[src/rtl/core/ted_pkg.sv]
`timescale 1ns / 1ps
// ----------------------------------------------------------------------------
// Text encoding detector package
// Shared types, constants and mark tables for the encoding detector core.
// ----------------------------------------------------------------------------
package ted_pkg;

    // Result codes for the detected encoding.
    typedef enum logic [2:0] {
        KIND_UTF8     = 3'd0,
        KIND_UTF8_BOM = 3'd1,
        KIND_UTF16LE  = 3'd2,
        KIND_UTF16BE  = 3'd3,
        KIND_ANSI     = 3'd4
    } encoding_kind_t;

    // Byte order marks, one byte per position.
    localparam logic [7:0] MARK_UTF8 [3] = '{8'hEF, 8'hBB, 8'hBF};
    localparam logic [7:0] MARK_LE   [2] = '{8'hFF, 8'hFE};
    localparam logic [7:0] MARK_BE   [2] = '{8'hFE, 8'hFF};

    // Bit positions in the mark match flags.
    localparam int FLAG_UTF8 = 0;
    localparam int FLAG_LE   = 1;
    localparam int FLAG_BE   = 2;

    // Code point limits used by the strict UTF-8 check.
    localparam logic [20:0] CP_MIN_TWO   = 21'h00080;
    localparam logic [20:0] CP_MIN_THREE = 21'h00800;
    localparam logic [20:0] CP_MIN_FOUR  = 21'h10000;
    localparam logic [20:0] CP_MAX       = 21'h10FFFF;
    localparam logic [20:0] SURR_LO      = 21'h0D800;
    localparam logic [20:0] SURR_HI      = 21'h0DFFF;

    // Running state carried from one byte to the next.
    typedef struct packed {
        logic [1:0]  byte_position;
        logic [2:0]  prefix_match_flags;
        logic        utf8_still_valid;
        logic [1:0]  continuations_pending;
        logic [20:0] partial_code_point;
        logic [1:0]  sequence_length_class;
    } ted_state_t;

    localparam ted_state_t STATE_RESET = '{
        byte_position:         2'd0,
        prefix_match_flags:    3'b111,
        utf8_still_valid:      1'b1,
        continuations_pending: 2'd0,
        partial_code_point:    21'd0,
        sequence_length_class: 2'd0
    };

    // One classification result.
    typedef struct packed {
        encoding_kind_t encoding_kind;
        logic [1:0]     mark_length;
    } ted_result_t;

endpackage

[src/rtl/core/ted_if.sv]
`timescale 1ns / 1ps
// ----------------------------------------------------------------------------
// Text encoding detector channels
// Valid/ready channels for incoming bytes and outgoing results.
// ----------------------------------------------------------------------------
interface ted_byte_if;
    logic       valid;
    logic       ready;
    logic [7:0] data_byte;
    logic       last_byte;

    modport source (output valid, output data_byte, output last_byte, input ready);
    modport sink   (input valid, input data_byte, input last_byte, output ready);
endinterface

interface ted_result_if;
    logic       valid;
    logic       ready;
    logic [2:0] encoding_kind;
    logic [1:0] mark_length;

    modport source (output valid, output encoding_kind, output mark_length, input ready);
    modport sink   (input valid, input encoding_kind, input mark_length, output ready);
endinterface

[src/rtl/core/ted_decode.sv]
`timescale 1ns / 1ps
// ----------------------------------------------------------------------------
// Text encoding detector byte decode
// Updates the mark flags and UTF-8 check for one byte and forms the result.
// ----------------------------------------------------------------------------
module ted_decode
(
    input  ted_pkg::ted_state_t  cur_state,
    input  logic [7:0]           data_byte,
    input  logic                 last_byte,
    output ted_pkg::ted_state_t  next_state,
    output ted_pkg::ted_result_t result
);
    import ted_pkg::*;

    ted_state_t  upd;
    logic [20:0] cp_shift;
    logic [20:0] cp_low;

    assign cp_shift = {cur_state.partial_code_point[14:0], data_byte[5:0]};

    always_comb
    begin
        case (cur_state.sequence_length_class)
            2'd1:    cp_low = CP_MIN_TWO;
            2'd2:    cp_low = CP_MIN_THREE;
            default: cp_low = CP_MIN_FOUR;
        endcase
    end

    always_comb
    begin
        upd    = cur_state;
        result = '{encoding_kind: KIND_ANSI, mark_length: 2'd0};

        // Mark checks look only at the first bytes of the buffer.
        if (cur_state.byte_position < 2'd3
            && data_byte != MARK_UTF8[cur_state.byte_position])
        begin
            upd.prefix_match_flags[FLAG_UTF8] = 1'b0;
        end
        if (cur_state.byte_position < 2'd2
            && data_byte != MARK_LE[cur_state.byte_position[0]])
        begin
            upd.prefix_match_flags[FLAG_LE] = 1'b0;
        end
        if (cur_state.byte_position < 2'd2
            && data_byte != MARK_BE[cur_state.byte_position[0]])
        begin
            upd.prefix_match_flags[FLAG_BE] = 1'b0;
        end
        if (cur_state.byte_position < 2'd3)
        begin
            upd.byte_position = cur_state.byte_position + 2'd1;
        end

        // Strict UTF-8 check; once failed, later bytes are ignored.
        if (cur_state.utf8_still_valid)
        begin
            if (cur_state.continuations_pending == 2'd0)
            begin
                if (!data_byte[7])
                begin
                    upd.continuations_pending = 2'd0;
                end
                else if (data_byte[7:5] == 3'b110)
                begin
                    upd.sequence_length_class = 2'd1;
                    upd.continuations_pending = 2'd1;
                    upd.partial_code_point    = {16'd0, data_byte[4:0]};
                end
                else if (data_byte[7:4] == 4'b1110)
                begin
                    upd.sequence_length_class = 2'd2;
                    upd.continuations_pending = 2'd2;
                    upd.partial_code_point    = {17'd0, data_byte[3:0]};
                end
                else if (data_byte[7:3] == 5'b11110)
                begin
                    upd.sequence_length_class = 2'd3;
                    upd.continuations_pending = 2'd3;
                    upd.partial_code_point    = {18'd0, data_byte[2:0]};
                end
                else
                begin
                    upd.utf8_still_valid = 1'b0;
                end
            end
            else if (data_byte[7:6] != 2'b10)
            begin
                upd.utf8_still_valid = 1'b0;
            end
            else
            begin
                upd.continuations_pending = cur_state.continuations_pending - 2'd1;
                if (cur_state.continuations_pending == 2'd1)
                begin
                    if (cp_shift < cp_low || cp_shift > CP_MAX
                        || (cp_shift >= SURR_LO && cp_shift <= SURR_HI))
                    begin
                        upd.utf8_still_valid = 1'b0;
                    end
                    upd.partial_code_point    = 21'd0;
                    upd.sequence_length_class = 2'd0;
                end
                else
                begin
                    upd.partial_code_point = cp_shift;
                end
            end
        end

        // A sequence still open at the final byte fails the check.
        if (last_byte && upd.continuations_pending != 2'd0)
        begin
            upd.utf8_still_valid = 1'b0;
        end

        if (upd.byte_position >= 2'd3 && upd.prefix_match_flags[FLAG_UTF8])
        begin
            result = '{encoding_kind: KIND_UTF8_BOM, mark_length: 2'd3};
        end
        else if (upd.byte_position >= 2'd2 && upd.prefix_match_flags[FLAG_LE])
        begin
            result = '{encoding_kind: KIND_UTF16LE, mark_length: 2'd2};
        end
        else if (upd.byte_position >= 2'd2 && upd.prefix_match_flags[FLAG_BE])
        begin
            result = '{encoding_kind: KIND_UTF16BE, mark_length: 2'd2};
        end
        else if (upd.utf8_still_valid)
        begin
            result = '{encoding_kind: KIND_UTF8, mark_length: 2'd0};
        end

        next_state = last_byte ? STATE_RESET : upd;
    end

endmodule

[src/rtl/core/ted_result_reg.sv]
`timescale 1ns / 1ps
// ----------------------------------------------------------------------------
// Text encoding detector result register
// Holds one result until the downstream side takes the request.
// ----------------------------------------------------------------------------
module ted_result_reg
(
    input  logic                 clk,
    input  logic                 rst_n,
    input  logic                 load,
    input  ted_pkg::ted_result_t result_in,
    output logic                 free,
    ted_result_if.source         results
);
    import ted_pkg::*;

    logic        valid_reg;
    logic        valid_next;
    ted_result_t data_reg;

    // The register can take a new result when empty or being emptied now.
    assign free       = !valid_reg || results.ready;
    assign valid_next = load || (valid_reg && !results.ready);

    always_ff @(posedge clk or negedge rst_n)
    begin
        if (!rst_n)
        begin
            valid_reg <= 1'b0;
        end
        else
        begin
            valid_reg <= valid_next;
        end
    end

    always_ff @(posedge clk)
    begin
        if (load)
        begin
            data_reg <= result_in;
        end
    end

    assign results.valid         = valid_reg;
    assign results.encoding_kind = data_reg.encoding_kind;
    assign results.mark_length   = data_reg.mark_length;

endmodule

[src/rtl/core/text_encoding_detector_core.sv]
`timescale 1ns / 1ps
// ----------------------------------------------------------------------------
// Text encoding detector core
// Classifies a byte stream as UTF-8 (with or without BOM), UTF-16LE/BE or ANSI.
// ----------------------------------------------------------------------------
// The block takes one byte request per clock cycle and gives one result
// request on the byte that carries last_byte. Each byte passes through a
// single stage: the running state register feeds short decode logic whose
// outcome is written back to the state register and, on the final byte, to
// the result register, so the sustained rate is one byte per cycle and a
// result appears in the cycle after its final byte is accepted. Bytes
// that are not final are accepted even while a result waits downstream; a
// final byte is held back only while the result register is full and not
// being read. After every final byte the state returns to its reset value,
// so the next buffer may follow in the very next cycle. Priority of the
// checks is the UTF-8 mark, then the UTF-16LE mark, then the UTF-16BE mark,
// then strict UTF-8 validation, and otherwise ANSI.
// ----------------------------------------------------------------------------
module text_encoding_detector_core
(
    input  logic         clk,
    input  logic         rst_n,
    ted_byte_if.sink     bytes,
    ted_result_if.source results
);
    import ted_pkg::*;

    ted_state_t  state_reg;
    ted_state_t  state_next;
    ted_state_t  decoded_state;
    ted_result_t decoded_result;
    logic        result_free;
    logic        accept;
    logic        load_result;

    // A byte that closes the buffer needs room in the result register.
    assign bytes.ready = result_free || !bytes.last_byte;
    assign accept      = bytes.valid && bytes.ready;
    assign load_result = accept && bytes.last_byte;
    assign state_next  = accept ? decoded_state : state_reg;

    ted_decode u_decode
    (
        .cur_state  (state_reg),
        .data_byte  (bytes.data_byte),
        .last_byte  (bytes.last_byte),
        .next_state (decoded_state),
        .result     (decoded_result)
    );

    // The running state is control state and is set to STATE_RESET by reset.
    always_ff @(posedge clk or negedge rst_n)
    begin
        if (!rst_n)
        begin
            state_reg <= STATE_RESET;
        end
        else
        begin
            state_reg <= state_next;
        end
    end

    ted_result_reg u_result_reg
    (
        .clk       (clk),
        .rst_n     (rst_n),
        .load      (load_result),
        .result_in (decoded_result),
        .free      (result_free),
        .results   (results)
    );

endmodule
[src/flat_wrapper.sv]
// flat-port wrapper written by rule: the top's interface ports become plain ports
module text_encoding_detector_core_flat import ted_pkg::*;
  (clk, rst_n, bytes_valid, bytes_data_byte, bytes_last_byte, bytes_ready, results_valid, results_encoding_kind, results_mark_length, results_ready);
  ted_byte_if bytes_i ();
  ted_result_if results_i ();
  input  logic clk;
  input  logic rst_n;
  input wire logic [$bits(bytes_i.valid)-1:0] bytes_valid;
  input wire logic [$bits(bytes_i.data_byte)-1:0] bytes_data_byte;
  input wire logic [$bits(bytes_i.last_byte)-1:0] bytes_last_byte;
  output wire logic [$bits(bytes_i.ready)-1:0] bytes_ready;
  output wire logic [$bits(results_i.valid)-1:0] results_valid;
  output wire logic [$bits(results_i.encoding_kind)-1:0] results_encoding_kind;
  output wire logic [$bits(results_i.mark_length)-1:0] results_mark_length;
  input wire logic [$bits(results_i.ready)-1:0] results_ready;
  assign bytes_i.valid = bytes_valid;
  assign bytes_i.data_byte = bytes_data_byte;
  assign bytes_i.last_byte = bytes_last_byte;
  assign bytes_ready = bytes_i.ready;
  assign results_valid = results_i.valid;
  assign results_encoding_kind = results_i.encoding_kind;
  assign results_mark_length = results_i.mark_length;
  assign results_i.ready = results_ready;
  text_encoding_detector_core u_core (.clk(clk), .rst_n(rst_n), .bytes(bytes_i), .results(results_i));
endmodule
[config.mk]
export PLATFORM = sky130hd
export DESIGN_NAME = text_encoding_detector_core_flat
export DESIGN_NICKNAME = d
export VERILOG_FILES = /design/src/rtl/core/ted_pkg.sv /design/src/rtl/core/ted_if.sv /design/src/rtl/core/ted_decode.sv /design/src/rtl/core/ted_result_reg.sv /design/src/rtl/core/text_encoding_detector_core.sv /design/src/flat_wrapper.sv
export SDC_FILE = /design/constraint.sdc
export NUM_CORES = 1
export LEC_CHECK = 0
export ABC_AREA = 0
export ABC_CLOCK_PERIOD_IN_PS = 2020
export BUFFER_PORTS_ARGS = -buffer_cell sky130_fd_sc_hd__clkbuf_2
export CAP_MARGIN = 20
export CORE_ASPECT_RATIO = 1.4
export CORE_MARGIN = 3
export CORE_UTILIZATION = 53
export CTS_CLUSTER_SIZE = 14
export DETAILED_ROUTE_END_ITERATION = 6
export PLACE_DENSITY = 0.76
export SKIP_LAST_GASP = 1
export SLEW_MARGIN = 20
export SYNTH_ARGS = -nofsm -noshare
export SYNTH_HDL_FRONTEND = slang
export SYNTH_SLANG_ARGS = --single-unit
[constraint.sdc]
create_clock -name clk -period 2.02 [get_ports clk]
set_input_delay 0 -clock clk [delete_from_list [all_inputs] [get_ports clk]]
set_output_delay 0 -clock clk [all_outputs]
set_load 0.02 [all_outputs]
==> qor.yml <==
r2r_cells: 8
synth_edf_count: 5
initial_core_util_pct: 57.4
min_period_ns: 1.94
port_buffers: 19
r2r_slack_ns: 0.08
final.setup.worst_slack_ns: 0.0787
gp_congestion: 0.843
async_flop_share_pct: 83.9
crit_type: "reg -> reg"
grt_first_pass_wirelength_um: 8000
pre_cts_slack_ns: -0.00241
wl_per_cell_um: 16.2
hold_path.class: "in -> reg"
die_x_um: 58.1
final_cell_mix: "nand2_1, o21ai_0, dfrtp_1"
start_kind: "register"
fin_area_um2: 2370
antenna_found_initial: 0
grt_pass1_vias: 1698
pin_count: 20
power.density_nw_per_um2: 696
htree_num_levels: 2
rows: 25
syn-cell-area_um2: 2010
grt_usage_pct: 23.0
grt_max_degree: 31
status: "completed"
synth_cell_type_count: 57
netlist_instances: 220
synth_nets: 244
fin_skew_ns: 0.00470
leakagePower_nw: 1.04
fin_crit_sh_pct: 96.1
hold_viol: 0
die_h_um: 78.9
syn_area_per_cell_um2: 9.15
worstSetupEndpointType: "register"
min_from: "bytes_valid"
crit_top_cell: "ha_1"
min_to: "u_core.state_reg[26]"
ys_seq_area_share_pct: 40.0
grt-ovfl-total: 0
largest_reg_flops: 25
hold_depth: 3
reg2reg_to: "u_core.state_reg[25]"
final_common_cell: "nand2_1"
cts_sinks: 31
finalSetupTns_ns: 0
cts-buffers-inserted: 5
antennaDiodeCount: 0
drt_pass1_iterations: 4
maxCapViolations: 0
synth_seq_cells: 31
drive_gt1_share_pct: 22.9
hpwl_um: 3400
rsz0062_at_grt: "true"
wl_um: 4750
worst_ep_arrival_time_ns: 2.16
cp_max_fo: 3
placed_area_um2: 2200
dominantRegCellSynth: "dfrtp_1"
antenna_left: 0
coreArea_um2: 3500
clk_latency_ns: 0.28
max_stage_delay_ns: 0.39
reg2reg_from: "u_core.state_reg[1]"
clock.fmax_mhz: 515
drt_iter0_drc: 106
cts-root-buf: "clkbuf_8"
via_per_inst: 6.03
yosysWarnings: 0
clock_path_buffers: 2
crit_slowest_cell: "dfrtp_1"
cts_tree: "built"
vias: 1768
area_delta_synth_final_pct: 18.0
dieArea_um2: 4580
final-setup-viol-count: 0
tightest_slew_ns: 0.678
cp_data_required_time_ns: 2.23
relSlewSlack_pct: 54.8
clk_pin_slew_worst_paths_ns: 0.07
ir_drop_uv: 471
final_nets: 276
maxSlewViolCount: 0
crit_chain: "ha_1 -> inv_1 -> ha_1 -> or2_2 -> nor4_2 -> a21oi_1 -> o31a_1 -> a211o_1"
drc: 0
==> kinds of logic (layout without fill, tap and decap cells) <==
kind of cell / Yosys count / count (layout) / share of synthesized area (%)
compound gates: 72 / 72 / 24.4
xor+xnor: 4 / 4 / 1.74
fa+ha+maj: 11 / 11 / 6.84
buf+inv: 28 / 61 / 6.16
flops: 31 / 31 / 40.0
mux: 2 / 2 / 1.12
simple gates: 72 / 72 / 19.7
==> critical path, delay by kind of cell (launching register included) <==
family | cells | cell delay, ns
AO/OA/AOI/OAI | 3 | 0.57
adder cells (fa/ha/maj) | 2 | 0.45
AND/OR/NAND/NOR | 2 | 0.42
flip-flops | 1 | 0.39
buffers and inverters | 1 | 0.04
==> power breakdown <==
part	leakage, nW	switching, W	internal (W)
Clock	0.0482	0.000238	0.000275
Sequential	0.392	0.0000362	0.000686
Combinational	0.600	0.000246	0.000171
Total	1.04	0.000520	0.00113
==> metal layers <==
metal	GRT usage (%)	vias up	routed length [um]	share of wire, %
li1	-	870	-	-
met1	27.1	838	1900	40
met2	39.8	50	2550	54
met3	5.37	10	226	4.8
met4	8.35	0	80	1.7
met5	0	-	0	0
==> how the worst max path moves through the flow <==
| stage | from | cells after the start | to |
|---|---|---|---|
| floorplan | u_core.state_reg[0] | 9 | u_core.state_reg[25] |
| global placement | u_core.state_reg[1] | 8 | u_core.state_reg[25] |
| detailed placement | u_core.state_reg[29] | 6 | u_core.u_result_reg.results.encoding_kind[1] |
| CTS | u_core.state_reg[1] | 8 | u_core.state_reg[25] |
| global route | u_core.state_reg[29] | 6 | u_core.u_result_reg.results.encoding_kind[1] |
| finish | u_core.state_reg[1] | 8 | u_core.state_reg[25] |
==> repair_timing <==
item | CTS | global route
endpoints found under the setup margin | 1 | 3
gates resized for setup | 1 | 2
endpoints found under the hold margin | 26 | 0
pin swaps | 0 | 1
setup buffers | 0 | 1
hold buffers | 5 | 0
==> cell usage after synthesis, types with 2 or more instances <==
| master | n | share of area [%] |
|---|---|---|
| nor3_1 | 3 | 0.75 |
| a21o_1 | 3 | 1.1 |
| mux2_1 | 2 | 1.1 |
| dfrtp_1 | 22 | 27 |
| dfstp_2 | 4 | 5.2 |
| o21a_1 | 2 | 0.75 |
| inv_1 | 14 | 2.6 |
| a211oi_1 | 2 | 0.75 |
| ha_1 | 11 | 6.8 |
| nand2b_1 | 2 | 0.62 |
| o31ai_1 | 20 | 7.5 |
| nor3b_1 | 2 | 0.75 |
| nand2_1 | 27 | 5.0 |
| edfxtp_1 | 5 | 7.5 |
| nor2b_1 | 2 | 0.62 |
| xnor2_1 | 3 | 1.3 |
| clkbuf_1 | 3 | 0.56 |
| nand3_1 | 7 | 1.7 |
| buf_2 | 9 | 2.2 |
| nor2_1 | 11 | 2.1 |
| o32ai_1 | 2 | 0.87 |
| a21oi_1 | 6 | 1.5 |
| o2111ai_1 | 2 | 0.87 |
| o21ai_0 | 23 | 5.7 |
==> through the flow <==
stage	utilization, %	total power [W]	cells	hold slack, ns
4_1_cts	67.1	0.00165	292	0.0222
3_3_place_gp	62.9	0.00111	279	0.0721
6_report	67.8	0.00165	293	0.0386
2_1_floorplan	-	0.000987	220	-0.296
3_5_place_dp	62.9	0.00112	279	0.0680
5_1_grt	67.8	0.00174	293	0.0492
==> cell type report <==
cell class / instances / area [um2]
sequential: 31 / 806
fill: 283 / 1130
clock inverter: 1 / 5.00
tap: 40 / 50.0
multi-input combinational: 161 / 1110
clock buffer: 7 / 86.3
inverter: 15 / 56.3
timing repair buffer: 38 / 263
No activity file was read; power rests on OpenSTA's default activity.
